<file path="src/rtl/stereo_peak_rms_level_meter_core_assert.svh">
// assertion macros shared by the level meter rtl
`ifndef STEREO_PEAK_RMS_LEVEL_METER_CORE_ASSERT_SVH
`define STEREO_PEAK_RMS_LEVEL_METER_CORE_ASSERT_SVH

// same-cycle implication, sampled on clk, off while arst_n is low
`define SPLM_ASSERT_IMP(lbl, ante, cons) \
	lbl: assert property (@(posedge clk) disable iff (!arst_n) (ante) |-> (cons)) \
		else $error("%m: check failed");

// next-cycle implication, sampled on clk, off while arst_n is low
`define SPLM_ASSERT_NXT(lbl, ante, cons) \
	lbl: assert property (@(posedge clk) disable iff (!arst_n) (ante) |=> (cons)) \
		else $error("%m: check failed");

`endif

</file>
<file path="src/rtl/splm_pkg.sv">
// types, constants and register codes of the stereo level meter
`default_nettype none

package splm_pkg;

	localparam int SAMPLE_W  = 16;
	localparam int PEAK_W    = 15;
	localparam int SQ_W      = 30;
	localparam int MEAN_FRAC = 24;
	localparam int MEAN_W    = SQ_W + MEAN_FRAC;
	localparam int LO_W      = 32;
	localparam int CALC_W    = 64;
	localparam int ALPHA_W   = 24;
	localparam int DECAY_W   = 16;
	localparam int PERIOD_W  = 16;
	localparam int CFG_W     = 24;
	localparam int CFG_IDX_W = 2;

	localparam int ALPHA_FRAC_BITS_DEF = 24;
	localparam int DECAY_FRAC_BITS_DEF = 16;

	localparam logic [PEAK_W-1:0]   PEAK_MAX = 15'h7fff;
	localparam logic [SQ_W-1:0]     SQ_MAX   = 30'd1073676289;
	localparam logic [MEAN_W-1:0]   MEAN_MAX = {SQ_MAX, {MEAN_FRAC{1'b0}}};

	localparam logic [PERIOD_W-1:0] PERIOD_RST = 16'd2400;
	localparam logic [ALPHA_W-1:0]  ALPHA_RST  = 24'd1748;
	localparam logic [DECAY_W-1:0]  DECAY_RST  = 16'd58409;

	typedef enum logic [CFG_IDX_W-1:0] {
		CFG_PERIOD = 2'd0,
		CFG_ALPHA  = 2'd1,
		CFG_DECAY  = 2'd2
	} cfg_idx_t;

	typedef struct packed {
		logic signed [SAMPLE_W-1:0] left_sample;
		logic signed [SAMPLE_W-1:0] right_sample;
	} in_t;

	typedef struct packed {
		logic [PEAK_W-1:0] peak_left;
		logic [PEAK_W-1:0] peak_right;
		logic [SQ_W-1:0]   mean_square_left;
		logic [SQ_W-1:0]   mean_square_right;
	} out_t;

	// step strobes from the sequencer, with the report flag from the merge, to both lanes
	typedef struct packed {
		logic take;
		logic diff;
		logic mul;
		logic upd;
		logic report;
	} lane_ctl_t;

	typedef struct packed {
		logic [PEAK_W-1:0] peak;
		logic [SQ_W-1:0]   mean_int;
	} lane_res_t;

	typedef struct packed {
		logic report;
		logic hold;
	} merge_stat_t;

endpackage

`default_nettype wire

</file>
<file path="src/rtl/splm_lane.sv">
// one channel: absolute value, held peak and smoothed square
`default_nettype none
`include "stereo_peak_rms_level_meter_core_assert.svh"

module splm_lane #(
	parameter int ALPHA_FRAC_BITS = splm_pkg::ALPHA_FRAC_BITS_DEF,
	parameter int DECAY_FRAC_BITS = splm_pkg::DECAY_FRAC_BITS_DEF
) (
	input  wire                                 clk,
	input  wire                                 arst_n,
	input  splm_pkg::lane_ctl_t                 ctl,
	input  wire signed [splm_pkg::SAMPLE_W-1:0] sample,
	input  wire [splm_pkg::ALPHA_W-1:0]         alpha,
	input  wire [splm_pkg::DECAY_W-1:0]         decay,
	output splm_pkg::lane_res_t                 res
);
	import splm_pkg::*;

	localparam int HI_W     = MEAN_W - LO_W;
	localparam int PL_W     = ALPHA_W + LO_W;
	localparam int PH_W     = ALPHA_W + HI_W;
	localparam int HI_SHIFT = LO_W - ALPHA_FRAC_BITS;
	localparam int DPROD_W  = PEAK_W + DECAY_W;

	logic [PEAK_W-1:0] peak_q;
	logic [MEAN_W-1:0] mean_q;
	logic [SQ_W-1:0]   sq_s1;
	logic [MEAN_W-1:0] mag_s2;
	logic              up_s2;
	logic [PL_W-1:0]   pl_s3;
	logic [PH_W-1:0]   ph_s3;
	logic              up_s3;

	logic [SAMPLE_W-1:0] raw;
	logic [SAMPLE_W-1:0] mag16;
	logic [PEAK_W-1:0]   abs_val;
	logic [MEAN_W-1:0]   sq_fix;
	logic                up_d;
	logic [CALC_W-1:0]   step;
	logic [CALC_W-1:0]   sum_up;
	logic [MEAN_W-1:0]   mean_up;
	logic [MEAN_W-1:0]   mean_dn;
	logic [MEAN_W-1:0]   mean_nxt;
	logic [DPROD_W-1:0]  dprod;
	logic [DPROD_W-1:0]  dshift;
	logic [PEAK_W-1:0]   peak_dec;

	// full scale negative saturates to the positive maximum
	always_comb begin
		raw     = sample;
		mag16   = raw[SAMPLE_W-1] ? (~raw + 16'd1) : raw;
		abs_val = mag16[SAMPLE_W-1] ? PEAK_MAX : mag16[PEAK_W-1:0];
	end

	always_comb begin
		sq_fix = {sq_s1, {MEAN_FRAC{1'b0}}};
		up_d   = sq_fix >= mean_q;
	end

	// split product recombined, then clamp to the valid mean range
	always_comb begin
		step     = (CALC_W'(ph_s3) << HI_SHIFT) + (CALC_W'(pl_s3) >> ALPHA_FRAC_BITS);
		sum_up   = CALC_W'(mean_q) + step;
		mean_up  = (sum_up > CALC_W'(MEAN_MAX)) ? MEAN_MAX : sum_up[MEAN_W-1:0];
		mean_dn  = (step >= CALC_W'(mean_q)) ? '0 : (mean_q - step[MEAN_W-1:0]);
		mean_nxt = up_s3 ? mean_up : mean_dn;
	end

	always_comb begin
		dprod    = DPROD_W'(peak_q) * DPROD_W'(decay);
		dshift   = dprod >> DECAY_FRAC_BITS;
		peak_dec = (dshift > DPROD_W'(PEAK_MAX)) ? PEAK_MAX : dshift[PEAK_W-1:0];
	end

	always_ff @(posedge clk or negedge arst_n) begin
		if (!arst_n) begin
			peak_q <= '0;
			mean_q <= '0;
		end else begin
			if (ctl.take && (abs_val > peak_q)) begin
				peak_q <= abs_val;
			end else if (ctl.upd && ctl.report) begin
				peak_q <= peak_dec;
			end
			if (ctl.upd) begin
				mean_q <= mean_nxt;
			end
		end
	end

	always_ff @(posedge clk) begin
		if (ctl.take) begin
			sq_s1 <= SQ_W'(abs_val) * SQ_W'(abs_val);
		end
		if (ctl.diff) begin
			up_s2  <= up_d;
			mag_s2 <= up_d ? (sq_fix - mean_q) : (mean_q - sq_fix);
		end
		if (ctl.mul) begin
			up_s3 <= up_s2;
			pl_s3 <= PL_W'(alpha) * PL_W'(mag_s2[LO_W-1:0]);
			ph_s3 <= PH_W'(alpha) * PH_W'(mag_s2[MEAN_W-1:LO_W]);
		end
	end

	assign res.peak     = peak_q;
	assign res.mean_int = mean_nxt[MEAN_W-1:MEAN_FRAC];

	`SPLM_ASSERT_NXT(a_peak_grows_on_take, ctl.take, peak_q >= $past(peak_q))
	`SPLM_ASSERT_IMP(a_mean_in_range, 1'b1, mean_q <= MEAN_MAX)
	`SPLM_ASSERT_NXT(a_mean_only_on_upd, !ctl.upd, $stable(mean_q))

endmodule

`default_nettype wire

</file>
<file path="config.mk">
export PLATFORM = sky130hd
export DESIGN_NAME = splm_lane
export DESIGN_NICKNAME = d
export VERILOG_FILES = /design/src/rtl/splm_pkg.sv /design/src/rtl/splm_lane.sv
export VERILOG_INCLUDE_DIRS = /design/src /design/src/rtl
export SDC_FILE = /design/constraint.sdc
export NUM_CORES = 2
export LEC_CHECK = 0
export BUFFER_PORTS_ARGS = -buffer_cell sky130_fd_sc_hd__buf_2
export CORE_UTILIZATION = 25
export DETAILED_ROUTE_END_ITERATION = 6
export PLACE_DENSITY = 0.49
export SLEW_MARGIN = 10
export SYNTH_ARGS = -nofsm -noshare
export SYNTH_HDL_FRONTEND = slang
export SYNTH_SLANG_ARGS = --single-unit
</file>
<file path="constraint.sdc">
create_clock -name clk -period 10.9 [get_ports clk]
set_input_delay 2.18 -clock clk [delete_from_list [all_inputs] [get_ports clk]]
set_output_delay 2.18 -clock clk [all_outputs]
set_load 0.005 [all_outputs]
</file>
==> impl_metrics.ini <==
[clocking]
clockBufferDepth = 3
root_buffer = clkbuf_16
cts_tree = yes
htree_levels = 2
clk_pin_slew_ns = 0.06
cts_buffers = 34
insertion_delay_ns = 0.62
cts.sinks = 232

[critical_path]
reg2reg_setup_slack_ns = 2.01
cp-startpoint = ph_s3[1]$_DFFE_PP_
endpoint_kind = output port
rr_startpoint = mag_s2[22]$_DFFE_PP_
crit_path_max_fanout = 11
worstSetupPathType = reg2out
reg2reg_to = pl_s3[54]$_DFFE_PP_
worstPathRequired_ns = 8.72
slowest_delay_ns = 0.69
crit_arrival_ns = 8.63
cp_slowest_cell = xnor2_1
rr_worst_depth = 27
cp-start-kind = flip-flop

[timing]
finClkSkew_ns = 0.0500
fin_crit_ns = 10.81
setup_viol = 0
rsz0062_at_grt = yes
slew_headroom_pct = 18.4
worstMarginPinSlew_ns = 1.22
fmax_mhz = 92.5
drv_slew = 0
setup_slack_ns = 0.0931
hold_violations = 0
period_share_pct = 99.1

[placed_design]
dp_hpwl_mm = 205
pre_cts_slack_ns = 0.224
place.gp.congestion = 0.923
place_inst = 12803
io_buffers = 107

[logic_synthesis]
netlist_area_sq_um = 77200
synth-edff-count = 163
synth.distinct_cells = 95
syn_inst = 8848
synth_ff_type = edfxtp_1
avgSynthCellArea_sq_um = 8.72
ys.warnings.count = 0
synth_fp_nets = 11116
synth_seq_cells = 232
synth-async-reset-ratio_pct = 29.7
yosysSeqAreaShare_pct = 8.58

[grt]
grt_busiest_layer = met2
grt_overflow = 0
grt_pass1_vias = 65396
globalRouteMet1Util_pct = 22.4
grt_usage_pct = 16.3
globalRouteMet3Util_pct = 1.67
grt_pass1_wl_mm = 393
globalRouteMet2Util_pct = 27.5
antenna_found_initial = 10
grt_max_degree = 86

[routing]
wirelength_mm = 252
drt-initial-drc-count = 4383
wire_per_inst_um = 19.6
drc = 0
vias = 60443
ant_nets = 0
vias_per_cell = 4.70
drtPass1Iterations = 6

[die]
die-area_sq_um = 311000
io_pins = 108
die_y_um = 558
core_area_sq_um = 307000
initial_core_util_pct = 25.2
die_w_um = 558
rows = 203

[hold_path]
hold_path_class = reg2reg
min_path_cells = 0
min_from = up_s2$_DFFE_PP_
whs_endpoint = up_s3$_DFFE_PP_

[final_layout]
final_cell_mix = inv_1, fa_1, nand2_1
drive_gt1_share_pct = 5.39
final_cells = 12871
syn2layout_area_growth_pct = 8.83
nFillCells = 32988
finalCoreUtilization_pct = 27.4
layout_commonest_cell = inv_1
nets = 11011

[run]
drv_cap = 0

[run_status]
outcome = completed
-- layout make-up --
type | count | area [sq um] | area share, %
antenna | 2 | 5.00 | 0.00596
clock buffer | 42 | 921 | 1.10
clock inverter | 20 | 307 | 0.365
inverter | 1796 | 6740 | 8.02
multi-input combinational | 6353 | 62000 | 73.8
sequential | 232 | 6620 | 7.88
tap | 4100 | 5130 | 6.11
timing repair buffer | 326 | 2240 | 2.67
-- per-layer routing --
layer | vias up | share of wire [%]
li1 | 27292 | -
met1 | 31256 | 45
met5 | - | 0.0048
met3 | 268 | 4.9
met4 | 2 | 2.4
met2 | 1625 | 48
-- per-stage QoR --
step	area [sq um]	setup TNS (ns)	hold WS [ns]
floorplan	77200	0	0.400
global placement	82600	0	0.409
detailed placement	82600	0	0.414
CTS	83900	0	0.433
global route	84000	-0.0829	0.443
finish	84000	0	0.425
-- worst max-delay path by stage --
stage	endpoint	slack [ns]	depth (start not counted)
global route	res[25]	-0.04	28
finish	res[6]	0.09	25
detailed placement	sq_s1[29]$_DFFE_PP_	0.22	32
CTS	res[14]	0.05	27
floorplan	sq_s1[29]$_DFFE_PP_	0.62	30
global placement	sq_s1[29]$_DFFE_PP_	0.21	32
-- Yosys cell counts (all sizes together) (26+ instances only) --
library cell / instances / area, sq um
nor2: 315 / 1180
xor2: 86 / 753
a211oi: 47 / 375
xnor2: 210 / 1840
nand2: 1051 / 3950
a21o: 142 / 1070
o21a: 46 / 353
o211ai: 34 / 255
edfxtp: 163 / 4890
clkbuf: 407 / 1530
nand2b: 39 / 244
a21oi: 326 / 1630
nand4: 54 / 344
nor4: 37 / 238
o21bai: 73 / 548
inv: 1790 / 6720
and2: 773 / 4840
o31ai: 41 / 308
or2: 26 / 163
a31oi: 73 / 457
buf: 61 / 389
nor3: 71 / 355
fa: 1411 / 28200
dfrtp: 69 / 1730
o21ai: 201 / 1010
nor2b: 59 / 377
nand3: 78 / 390
and3: 38 / 238
ha: 794 / 9930
-- logic make-up (layout without fill, tap and decap cells) --
logic type	Yosys count	count (layout)	share of synthesized area, %
compound gates	1208	1208	10.4
flops	232	232	8.58
fa+ha+maj	2205	2205	49.5
buf+inv	2264	2184	11.2
mux	18	18	0.240
xor+xnor	296	296	3.36
other cells	0	2	0
simple gates	2625	2626	16.8
-- worst max-delay path, delay by kind of cell, from the launching register on --
kind / cells / cell delay [ns]
buffers and inverters: 2 / 0.42
flip-flops: 1 / 0.42
adder cells (fa/ha/maj): 2 / 0.73
AO/OA/AOI/OAI: 10 / 2.75
XOR/XNOR: 1 / 0.69
AND/OR/NAND/NOR: 10 / 2.96
-- registers in the layout, summed over array words and instances (netlist names) --
name / flops
mag_s2: 54
up_s2: 1
pl_s3: 32
peak_q: 15
sq_s1: 29
mean_q: 54
ph_s3: 46
up_s3: 1
-- timing repair --
action,4_1_cts,5_1_grt
pin swaps,0,2
hold buffers,0,0
setup endpoints to repair,3,21
buffers inserted,0,2
gates resized for setup,2,12
cloned,0,1
Power is not shown: default switching activity piles up to over one toggle a cycle in this logic, so the estimate is an artifact.
