==> src/rtl/stereo_peak_rms_level_meter_core_assert.svh <==
// assertion macros shared by the level meter rtl
`ifndef STEREO_PEAK_RMS_LEVEL_METER_CORE_ASSERT_SVH
`define STEREO_PEAK_RMS_LEVEL_METER_CORE_ASSERT_SVH

// same-cycle implication, sampled on clk, off while arst_n is low
`define SPLM_ASSERT_IMP(lbl, ante, cons) \
	lbl: assert property (@(posedge clk) disable iff (!arst_n) (ante) |-> (cons)) \
		else $error("%m: check failed");

// next-cycle implication, sampled on clk, off while arst_n is low
`define SPLM_ASSERT_NXT(lbl, ante, cons) \
	lbl: assert property (@(posedge clk) disable iff (!arst_n) (ante) |=> (cons)) \
		else $error("%m: check failed");

`endif

==> src/rtl/splm_pkg.sv <==
// types, constants and register codes of the stereo level meter
`default_nettype none

package splm_pkg;

	localparam int SAMPLE_W  = 16;
	localparam int PEAK_W    = 15;
	localparam int SQ_W      = 30;
	localparam int MEAN_FRAC = 24;
	localparam int MEAN_W    = SQ_W + MEAN_FRAC;
	localparam int LO_W      = 32;
	localparam int CALC_W    = 64;
	localparam int ALPHA_W   = 24;
	localparam int DECAY_W   = 16;
	localparam int PERIOD_W  = 16;
	localparam int CFG_W     = 24;
	localparam int CFG_IDX_W = 2;

	localparam int ALPHA_FRAC_BITS_DEF = 24;
	localparam int DECAY_FRAC_BITS_DEF = 16;

	localparam logic [PEAK_W-1:0]   PEAK_MAX = 15'h7fff;
	localparam logic [SQ_W-1:0]     SQ_MAX   = 30'd1073676289;
	localparam logic [MEAN_W-1:0]   MEAN_MAX = {SQ_MAX, {MEAN_FRAC{1'b0}}};

	localparam logic [PERIOD_W-1:0] PERIOD_RST = 16'd2400;
	localparam logic [ALPHA_W-1:0]  ALPHA_RST  = 24'd1748;
	localparam logic [DECAY_W-1:0]  DECAY_RST  = 16'd58409;

	typedef enum logic [CFG_IDX_W-1:0] {
		CFG_PERIOD = 2'd0,
		CFG_ALPHA  = 2'd1,
		CFG_DECAY  = 2'd2
	} cfg_idx_t;

	typedef struct packed {
		logic signed [SAMPLE_W-1:0] left_sample;
		logic signed [SAMPLE_W-1:0] right_sample;
	} in_t;

	typedef struct packed {
		logic [PEAK_W-1:0] peak_left;
		logic [PEAK_W-1:0] peak_right;
		logic [SQ_W-1:0]   mean_square_left;
		logic [SQ_W-1:0]   mean_square_right;
	} out_t;

	// step strobes from the sequencer, with the report flag from the merge, to both lanes
	typedef struct packed {
		logic take;
		logic diff;
		logic mul;
		logic upd;
		logic report;
	} lane_ctl_t;

	typedef struct packed {
		logic [PEAK_W-1:0] peak;
		logic [SQ_W-1:0]   mean_int;
	} lane_res_t;

	typedef struct packed {
		logic report;
		logic hold;
	} merge_stat_t;

endpackage

`default_nettype wire

==> src/rtl/splm_merge.sv <==
// pair counter, report decision and result register
`default_nettype none
`include "stereo_peak_rms_level_meter_core_assert.svh"

module splm_merge (
	input  wire                          clk,
	input  wire                          arst_n,
	input  wire                          upd,
	input  wire [splm_pkg::PERIOD_W-1:0] period,
	input  splm_pkg::lane_res_t          res_l,
	input  splm_pkg::lane_res_t          res_r,
	output logic                         out_valid,
	input  wire                          out_ready,
	output splm_pkg::out_t               out_data,
	output splm_pkg::merge_stat_t        stat
);
	import splm_pkg::*;

	logic [PERIOD_W-1:0] count_q;
	logic                out_valid_q;
	out_t                out_q;
	logic                load;

	// greater-or-equal so a lowered period fires on the next pair
	assign stat.report = count_q >= period;
	assign stat.hold   = stat.report && out_valid_q && !out_ready;
	assign load        = upd && stat.report;

	always_ff @(posedge clk or negedge arst_n) begin
		if (!arst_n) begin
			count_q     <= '0;
			out_valid_q <= 1'b0;
		end else begin
			if (upd) begin
				count_q <= stat.report ? '0 : (count_q + 16'd1);
			end
			if (load) begin
				out_valid_q <= 1'b1;
			end else if (out_ready) begin
				out_valid_q <= 1'b0;
			end
		end
	end

	always_ff @(posedge clk) begin
		if (load) begin
			out_q.peak_left         <= res_l.peak;
			out_q.peak_right        <= res_r.peak;
			out_q.mean_square_left  <= res_l.mean_int;
			out_q.mean_square_right <= res_r.mean_int;
		end
	end

	assign out_valid = out_valid_q;
	assign out_data  = out_q;

	`SPLM_ASSERT_NXT(a_count_clears_on_report, load, count_q == '0 && out_valid_q)
	`SPLM_ASSERT_IMP(a_no_overwrite, load, !out_valid_q || out_ready)

endmodule

`default_nettype wire

==> config.mk <==
export PLATFORM = sky130hd
export DESIGN_NAME = splm_merge
export DESIGN_NICKNAME = d
export VERILOG_FILES = /design/src/rtl/splm_pkg.sv /design/src/rtl/splm_merge.sv
export VERILOG_INCLUDE_DIRS = /design/src /design/src/rtl
export SDC_FILE = /design/constraint.sdc
export NUM_CORES = 1
export LEC_CHECK = 0
export BUFFER_PORTS_ARGS = -buffer_cell sky130_fd_sc_hd__buf_2
export CAP_MARGIN = 20
export CORE_MARGIN = 2
export CORE_UTILIZATION = 42
export CTS_BUF_LIST = sky130_fd_sc_hd__clkbuf_4
export DETAILED_ROUTE_END_ITERATION = 8
export MAX_ROUTING_LAYER = met4
export PLACE_DENSITY_LB_ADDON = 0.12
export SLEW_MARGIN = 20
export SYNTH_ARGS = -nofsm -noshare
export SYNTH_HDL_FRONTEND = slang
export SYNTH_SLANG_ARGS = --single-unit
export TNS_END_PERCENT = 5
==> constraint.sdc <==
create_clock -name clk -period 3 [get_ports clk]
set_input_delay 0.45 -clock clk [delete_from_list [all_inputs] [get_ports clk]]
set_output_delay 0.45 -clock clk [all_outputs]
set_load 0.02 [all_outputs]
==> impl_metrics.ini, run 1 <==
[run_status]
status = finished, final reports clean

[synthesis]
synthAdderAreaFrac = 0.0537
async_reset_ff_frac = 0.159
synth.most_common_cell = edfxtp_1
synthCells = 231
synthFlopType = edfxtp_1
synthMuxAreaShare = 0.00253
synth_top_cells_by_area = edfxtp_1 68%, dfrtp_1 11%, ha_1 5.4%
synthesis.nets = 358
synth_top_area_frac = 0.683
synth_edf_count = 90
avgSynthCellArea_sq_um = 17.1
synth_compound_area_frac = 0.0240
ys.warnings.count = 0
synth_common_cells = 90 x edfxtp_1, 20 x inv_1, 17 x dfrtp_1, 17 x ha_1, 17 x nor2_1
yosys.area.top_type = edfxtp_1
ys_ff_latch = 107
yosysSeqAreaShare = 0.790
synth_cell_types = 29
syn_area_sq_um = 3960
synth-simple-area-share = 0.0790
synth-xor-area-share = 0.0288
synth_top_family_by_area = simple AND/OR/NAND/NOR gates

[final_layout]
finalNonFillerCells = 570
diodes = 0
area_growth_pct = 36.5
final_layout_size_suffix_gt1_frac = 0.519
postLayoutCellArea_sq_um = 5410
nets = 582

[floorplan]
chipHeight_microns = 101
ioPinCount = 203
fp.dieW_microns = 101
dieArea_sq_um = 10200
rows = 35
core_area_sq_um = 9200
start_util = 0.430

[critical_path]
r2r_setup_slack_ns = 0.39
r2r_cells = 6
start_kind = flop
crit_path_max_fanout = 4
crit_path_max_incr_delay_ns = 0.54
cp.required_ns = 2.55
crit_chain = ha_1, nand4_2, nor3_4, or4b_4, nand3_4, and3_1, buf_4
critPathKind = flop to primary output
setup.worst_path.end_class = primary output
r2r_start = count_q[13]
crit_arrival_ns = 2.42
r2r_end = out_data[81]
crit_slowest_cell = or4b_4

[clocking]
clockBufferDepth = 2
cts_buffers = 9
htreeDepth = 3
cts_tree = yes
clkTransAtPathRegs_ns = 0.17
clkLatencyLatePin_ns = 0.45
cts_root_buf = clkbuf_4
clock_sinks = 107

[timing]
finalCritPeriodShare = 0.958
setup_viol = 0
slew_headroom = 0.661
fmaxAchievable_ghz = 0.348
hold_viol = 0
skew_ns = 0.0212
slew_violations = 0
layout_min_cycle_time_ns = 2.87
worst_pin_slew_ns = 0.503

[global_route]
gr-usage-all-layers = 0.172
gr-total-overflow = 0
grt_pass1_wl_microns = 12700
grt_pass1_vias = 2513
grt_max_degree = 34
antenna_found_initial = 0

[pwr]
p_int_mw = 1.95
p_seq_frac = 0.653
p_sw_uw = 638
power_mw = 2.59
vdd_drop_max_mv = 0.254
leakage_nw = 2.42
pwr-share-comb = 0.090
clockPowerShare = 0.257
p_sw_frac = 0.246
power_density_nw_per_um2 = 479

[detailed_routing]
routed-via-count = 2648
post_drt_wl_per_cell_microns = 15.4
drt_pass1_iterations = 4
via_per_inst = 4.65
remaining_drc_errors = 0
antenna_left = 0
first_iter_violations = 69
drt_wl_total_microns = 8780

[hold_path]
hold_end = out_data[36]
hold_depth = 1
hp-class = primary input to flop
holdCritStartpoint = res_l[6]

[placement]
dp_hpwl_microns = 6740
placed_cell_area_sq_um = 5180
post-place-cells = 548
gp_congestion = 0.796
port_buffers = 202

[job]
drv_cap = 0
==> worst max-delay path by stage <==
stage	start	endpoint
floorplan	period[14]	out_data[0]
global placement	period[14]	out_data[84]
detailed placement	period[14]	out_data[84]
CTS	count_q[13]	stat[0]
global route	count_q[0]	stat[0]
finish	count_q[13]	stat[0]
==> routing by layer <==
layer	wire, microns	global-route usage	up-vias
li1	-	-	1296
met1	3560	0.203	1234
met2	4520	0.288	108
met3	570	0.0354	10
met4	129	0.0686	0
met5	0	-	-
==> area by class of cell <==
cell class | instances | area [sq um]
Fill cell | 762 | 3790
Sequential cell | 107 | 3130
Timing Repair Buffer | 214 | 1160
Multi-Input combinational cell | 103 | 782
Tap cell | 111 | 139
Inverter | 20 | 75.1
Clock buffer | 9 | 67.6
Clock inverter | 6 | 56.3
==> worst max-delay path: cells and delay by family (launching register included) <==
kind                       cells  cell delay, ns
and+or+nand+nor                5            1.10
buffers and inverters          1            0.13
adders and majority gates      1            0.32
DFF                            1            0.43
==> stage by stage <==
stage / TNS, ns / utilization / setup WS (ns) / hold slack [ns]
finish: 0 / 0.588 / 0.126 / 0.159
global route: -0.0125 / 0.588 / -0.0125 / 0.114
CTS: 0 / 0.581 / 0.0115 / 0.130
detailed placement: 0 / 0.564 / 0.233 / 0.408
global placement: 0 / 0.564 / 0.244 / 0.403
floorplan: 0 / - / 0.284 / 0.154
==> registers in the layout (all words and copies together), names as in the netlist <==
name	flops
out_data	90
out_valid	1
count_q	16
==> logic make-up after synthesis <==
group | count (synthesis)
AO/OA/AOI/OAI | 12
XOR/XNOR | 13
adder cells (fa/ha/maj) | 17
buffers and inverters | 21
flip-flops | 107
multiplexers | 1
AND/OR/NAND/NOR | 60
==> cells in the final DEF, fill, tap and decap left out, types with 2 or more instances in the layout <==
cell type  synthesis  layout
nand2_1           15      15
nor4_1             3       3
xnor2_1            6       6
and3_1             2       2
nor3_1             4       4
nand4_1            6       6
edfxtp_1          90      90
buf_4              0       8
nand3_1            8       7
inv_8              0       3
nor2_1            17      17
xor2_1             7       7
dfrtp_1           17      16
a21oi_1            4       4
buf_2              0     201
buf_12             0       4
clkinv_4           0       2
clkbuf_4           0       9
inv_1             20      19
ha_1              17      17
==> power groups by stage <==
stage / logic (mW) / clock network, mW / registers (mW)
final: 0.233 / 0.666 / 1.69
after global routing: 0.268 / 0.744 / 1.70
after CTS: 0.222 / 0.699 / 1.69
after detailed placement: 0.211 / 0 / 1.72
after global placement: 0.203 / 0 / 1.72
after floorplan: 0.109 / 0 / 1.71
==> repair_timing <==
action	CTS	global route
pin swaps	0	2
endpoints found under the setup margin	1	1
hold buffers	1	0
resized for setup	2	7
buffers inserted	2	4
hold endpoints to repair	17	0
Power figures use the tool's default switching activity.
==> run 2, diff against run 1 <==
--- a/config.mk
+++ b/config.mk
@@ -6,6 +6,7 @@
 export SDC_FILE = /design/constraint.sdc
 export NUM_CORES = 1
 export LEC_CHECK = 0
+export ABC_AREA = 1
 export BUFFER_PORTS_ARGS = -buffer_cell sky130_fd_sc_hd__buf_2
 export CAP_MARGIN = 20
 export CORE_MARGIN = 2
==> run 2 against run 1 <==
Count of clock-buffer cells in the layout unchanged. Combinational power grew to 2.6 times the previous value. Area after synthesis up 3.2%. Sequential share of layout area down 0.84 points. Wire length is 3.6% higher. Synthesized cell count is 18% higher. Non-clock buffer count fell by 10. Via count rose by 6.2%. Design area is 1.4% higher.
==> impl_metrics.ini, run 2 <==
[run_status]
status = finished, final reports clean

[detailed_routing]
antenna_left = 0
remaining_drc_errors = 0
drt_pass1_iterations = 4
via_per_inst = 4.54
post_drt_wl_per_cell_microns = 14.7
first_iter_violations = 94
routed-via-count = 2812
drt_wl_total_microns = 9100

[critical_path]
cp_num_buf_inv = 2
r2r_setup_slack_ns = 0.53
cp.required_ns = 2.55
r2r_start = count_q[9]
crit_path_max_fanout = 19
crit_arrival_ns = 2.23
start_kind = flop
setup.worst_path.end_class = primary output
r2r_end = out_data[16]
critPathKind = flop to primary output
crit_slowest_cell = dfrtp_1
critPathTopFamily = simple AND/OR/NAND/NOR gates
crit_chain = ha_4, nand4_1, nor3_1, nand2_2, nand2_4, inv_1, nor2_1, buf_2
r2r_cells = 8
crit_path_max_incr_delay_ns = 0.51

[hold_path]
hold_end = out_data[3]
hp-class = primary input to flop
holdCritStartpoint = res_r[3]
hold_depth = 1

[pwr]
power_density_nw_per_um2 = 570
leakage_nw = 2.40
pwr-share-comb = 0.195
p_sw_frac = 0.301
vdd_drop_max_mv = 0.309
p_sw_uw = 940
power_mw = 3.12
p_seq_frac = 0.594
clockPowerShare = 0.212
p_int_mw = 2.18

[synthesis]
synth_top_cells_by_area = edfxtp_1 66%, dfrtp_1 10%, ha_1 5.2%
ys_ff_latch = 107
synth_top_family_by_area = simple AND/OR/NAND/NOR gates
synth-simple-area-share = 0.0803
synthCells = 272
yosysSeqAreaShare = 0.766
syn_area_sq_um = 4080
synth_compound_area_frac = 0.0469
synth_top_area_frac = 0.662
ys.warnings.count = 0
synth_cell_types = 22
synthesis.nets = 399
synth-xor-area-share = 0.0193
synth.most_common_cell = edfxtp_1
yosys.area.top_type = edfxtp_1
synth_edf_count = 90
avgSynthCellArea_sq_um = 15.0
synthAdderAreaFrac = 0.0521
synthFlopType = edfxtp_1
async_reset_ff_frac = 0.159
synth_common_cells = 90 x edfxtp_1, 38 x nand2_1, 33 x inv_1
synthMuxAreaShare = 0

[clocking]
clkLatencyLatePin_ns = 0.45
cts_buffers = 9
cts_root_buf = clkbuf_4
clkTransAtPathRegs_ns = 0.18
htreeDepth = 3
clockBufferDepth = 2
cts_resized = 0
clock_sinks = 107
cts_tree = yes

[floorplan]
chipHeight_microns = 103
fp.dieW_microns = 103
dieArea_sq_um = 10500
start_util = 0.438
core_area_sq_um = 9330
ioPinCount = 203
rows = 35

[final_layout]
final_common_cell = buf_2
area_growth_pct = 34.3
largest_reg_flops = 90
final_cell_mix = 202 x buf_2, 90 x edfxtp_1, 36 x nand2_1, 28 x inv_1, 17 x dfrtp_1
finish.utilization = 0.588
nets = 611
final_layout_size_suffix_gt1_frac = 0.510

[timing]
worst_pin_slew_ns = 0.546
skew_ns = 0.0304
whs_ns = 0.156
finalCritPeriodShare = 0.895
slew_violations = 0
fin_ws_ns = 0.315
layout_min_cycle_time_ns = 2.68
finalSetupTns_ns = 0
fmaxAchievable_ghz = 0.372
slew_headroom = 0.636
hold_viol = 0
setup_viol = 0
grt_setup_unrepaired = false

[global_route]
gr-total-overflow = 0
gr-usage-all-layers = 0.173
grt_max_degree = 91
grt_pass1_wl_microns = 13000
antenna_found_initial = 0
grt_pass1_vias = 2611

[placement]
preCtsSetupSlack_ns = 0.428
port_buffers = 202
dp_hpwl_microns = 7050
gp_congestion = 0.747

[job]
drv_cap = 0
==> run 2: cell types whose count changed in the layout (fill, tap and decap cells not counted), sizes merged, moves of 3 or more <==
| cell | before | now |
|---|---|---|
| a21oi | 4 | 21 |
| buf | 213 | 203 |
| inv | 23 | 35 |
| nand2 | 15 | 41 |
| nand3 | 8 | 11 |
| nand4 | 7 | 2 |
| nor3 | 5 | 2 |
| nor4 | 4 | 0 |
| o21ai | 1 | 7 |
| xnor2 | 6 | 0 |
==> run 2: area by class of cell <==
cell class | count | area [sq um]
fill | 786 | 3840
sequential | 107 | 3130
timing repair buffer | 204 | 1040
multi-input combinational | 129 | 892
tap | 129 | 161
inverter | 33 | 128
clock buffer | 9 | 67.6
clock inverter | 6 | 60.1
antenna | 2 | 5.00
==> run 2: worst max path at each step <==
| stage | startpoint | endpoint | slack, ns | cells past startpoint |
|---|---|---|---|---|
| detailed placement | period[15] | out_data[28] | 0.43 | 10 |
| finish | count_q[9] | stat[0] | 0.32 | 8 |
| global route | count_q[10] | stat[0] | 0.09 | 8 |
| CTS | count_q[9] | stat[0] | 0.24 | 8 |
| floorplan | period[7] | out_data[0] | 0.005 | 9 |
| global placement | period[15] | out_data[20] | 0.44 | 10 |
==> run 2: metal layers <==
metal	track usage	routed length, microns
met1	0.205	3610
met2	0.276	4460
met3	0.0475	689
met4	0.0800	340
met5	-	0
==> run 2: cell families after synthesis <==
kind of cell               Yosys count
and+or+nand+nor                     73
adders and majority gates           17
DFF                                107
AOI/OAI and AO/OA                   30
xor gates and xnor gates             9
buffers and inverters               36
==> run 2: power groups by stage <==
stage | clock (mW) | sequential [mW] | combinational [mW]
3_3_place_gp | 0 | 1.89 | 0.602
2_1_floorplan | 0 | 2.00 | 0.271
6_report | 0.662 | 1.85 | 0.607
5_1_grt | 0.752 | 1.87 | 0.686
3_5_place_dp | 0 | 1.89 | 0.617
4_1_cts | 0.701 | 1.86 | 0.620
==> run 2: timing repair <==
| item | in CTS | in global routing |
|---|---|---|
| hold buffers | 1 | 0 |
| buffers inserted | 0 | 0 |
| endpoints found under the hold margin | 17 | 0 |
==> run 2: metrics by stage <==
stage / cells / instance area, sq um
3_3_place_gp: 601 / 5340
3_5_place_dp: 601 / 5340
4_1_cts: 617 / 5480
6_report: 619 / 5480
2_1_floorplan: 272 / 4170
5_1_grt: 617 / 5480
==> run 3, diff against run 2 <==
--- a/config.mk
+++ b/config.mk
@@ -15,7 +15,6 @@
 export DETAILED_ROUTE_END_ITERATION = 8
 export MAX_ROUTING_LAYER = met4
 export PLACE_DENSITY_LB_ADDON = 0.12
-export SLEW_MARGIN = 20
 export SYNTH_ARGS = -nofsm -noshare
 export SYNTH_HDL_FRONTEND = slang
 export SYNTH_SLANG_ARGS = --single-unit
==> constraint.sdc (replaced) <==
create_clock -name clk -period 3.2 [get_ports clk]
set_input_delay 0.48 -clock clk [delete_from_list [all_inputs] [get_ports clk]]
set_output_delay 0.48 -clock clk [all_outputs]
set_load 0.02 [all_outputs]
==> run 3 against run 2 <==
Clock skew down 0.013 ns. Sequential power down 6%. Core utilization is 0.54 points lower. Critical endpoint is now stat[1].
==> impl_metrics.ini, run 3 (synthesis results as in run 2) <==
[run_status]
status = finished, final reports clean

[final_layout]
largest_reg_flops = 90
area_growth_pct = 33.0
diodes = 0
finalNonFillerCells = 619
fillCellCount = 816
final_layout_size_suffix_gt1_frac = 0.488
final_cell_mix = 202 x buf_2, 90 x edfxtp_1, 38 x nand2_1, 32 x inv_1
nets = 613
postLayoutCellArea_sq_um = 5430
final_common_cell = buf_2

[global_route]
grt_pass1_wl_microns = 12800
grt_pass1_vias = 2652
antenna_found_initial = 0
grt_max_degree = 91
gr-total-overflow = 0
gr-usage-all-layers = 0.168

[detailed_routing]
drt_wl_total_microns = 9100
antenna_left = 0
post_drt_wl_per_cell_microns = 14.7
first_iter_violations = 47
drt_pass1_iterations = 4
via_per_inst = 4.50
routed-via-count = 2788
remaining_drc_errors = 0

[clocking]
clock_sinks = 107
clkTransAtPathRegs_ns = 0.18
clockBufferDepth = 2
htreeDepth = 3
cts_tree = yes
postCtsSetupRepairBufs = 0
hold_buffers = 1
cts_buffers = 9
cts_resized = 0
clkLatencyLatePin_ns = 0.44
cts_root_buf = clkbuf_4

[timing]
layout_min_cycle_time_ns = 2.80
finalCritPeriodShare = 0.875
skew_ns = 0.0173
slew_violations = 0
grt_setup_unrepaired = false
slew_headroom = 0.677
worst_pin_slew_ns = 0.484
setup_viol = 0
finalSetupTns_ns = 0
hold_viol = 0
fmaxAchievable_ghz = 0.357

[critical_path]
critPathTopFamily = simple AND/OR/NAND/NOR gates
start_kind = flop
crit_path_max_fanout = 11
crit_arrival_ns = 2.32
crit_path_max_incr_delay_ns = 0.48
crit_chain = ha_1, nand2_1, nor2_1, nor2_1, nand2_1, nand2_1, nand2_1, nand2_1, nand2_2, buf_4, buf_2
cp_num_buf_inv = 2
crit_slowest_cell = dfrtp_1
crit_top_cell = nand2_1
setup.worst_path.end_class = primary output
cp.required_ns = 2.72
critPathKind = flop to primary output

[hold_path]
hp-class = primary input to flop

[pwr]
power_density_nw_per_um2 = 551
leakage_nw = 2.42
vdd_drop_max_mv = 0.240

[floorplan]
core_area_sq_um = 9330
fp.dieW_microns = 103
start_util = 0.438
ioPinCount = 203
chipHeight_microns = 103
dieArea_sq_um = 10500
rows = 35

[placement]
dp_hpwl_microns = 7020
post-place-cells = 603
gp_congestion = 0.729
placed_cell_area_sq_um = 5270
port_buffers = 202

[job]
drv_cap = 0
==> run 3: cell count changes in the layout (fill, tap and decap cells not counted), sizes merged <==
cell and change:
buf +2, diode -2, bufinv +1, clkinv -1
==> run 3: per-layer routing <==
layer  track usage  routed length (microns)
met3        0.0366                      658
met1         0.198                     3630
met4        0.0687                      178
met2         0.282                     4630
met5             -                        0
==> run 3: power breakdown <==
part	switching [mW]	internal, mW	total, mW
Sequential	0.0635	1.67	1.73
Combinational	0.358	0.199	0.557
Clock	0.451	0.254	0.705
Total	0.873	2.12	2.99
==> run 3: through the flow <==
step                       util  hold slack [ns]  setup WS, ns  power, mW
after floorplan               -            0.184        0.0646       2.11
after global placement    0.565            0.426         0.634       2.31
after detailed placement  0.565            0.442         0.584       2.33
after CTS                 0.582            0.163         0.336       3.04
after global routing      0.582            0.140         0.221       3.16
final                     0.582            0.195         0.399       2.99
==> run 3: worst paths after layout <==
path | start | to | slack, ns | depth (start not counted)
max | count_q[2] | stat[1] | 0.40 | 11
min | res_r[24] | out_data[24] | 0.19 | 1
max reg2reg | count_q[2] | out_data[16] | 0.72 | 12
min reg2reg | out_valid | out_valid | 0.54 | 2
max in group asynchronous | arst_n | out_valid | 2.43 | 2
min in group asynchronous | arst_n | count_q[6] | 0.48 | 2
==> run 3: cell type report <==
| cell class | count | area (sq um) | share of cell area |
|---|---|---|---|
| multi-input cells | 129 | 811 | 0.149 |
| flip-flops and latches | 107 | 3130 | 0.576 |
| clock inverters | 6 | 81.3 | 0.0150 |
| inverters | 33 | 128 | 0.0235 |
| well taps | 129 | 161 | 0.0297 |
| clock buffers | 9 | 67.6 | 0.0124 |
| repair buffers | 206 | 1060 | 0.194 |
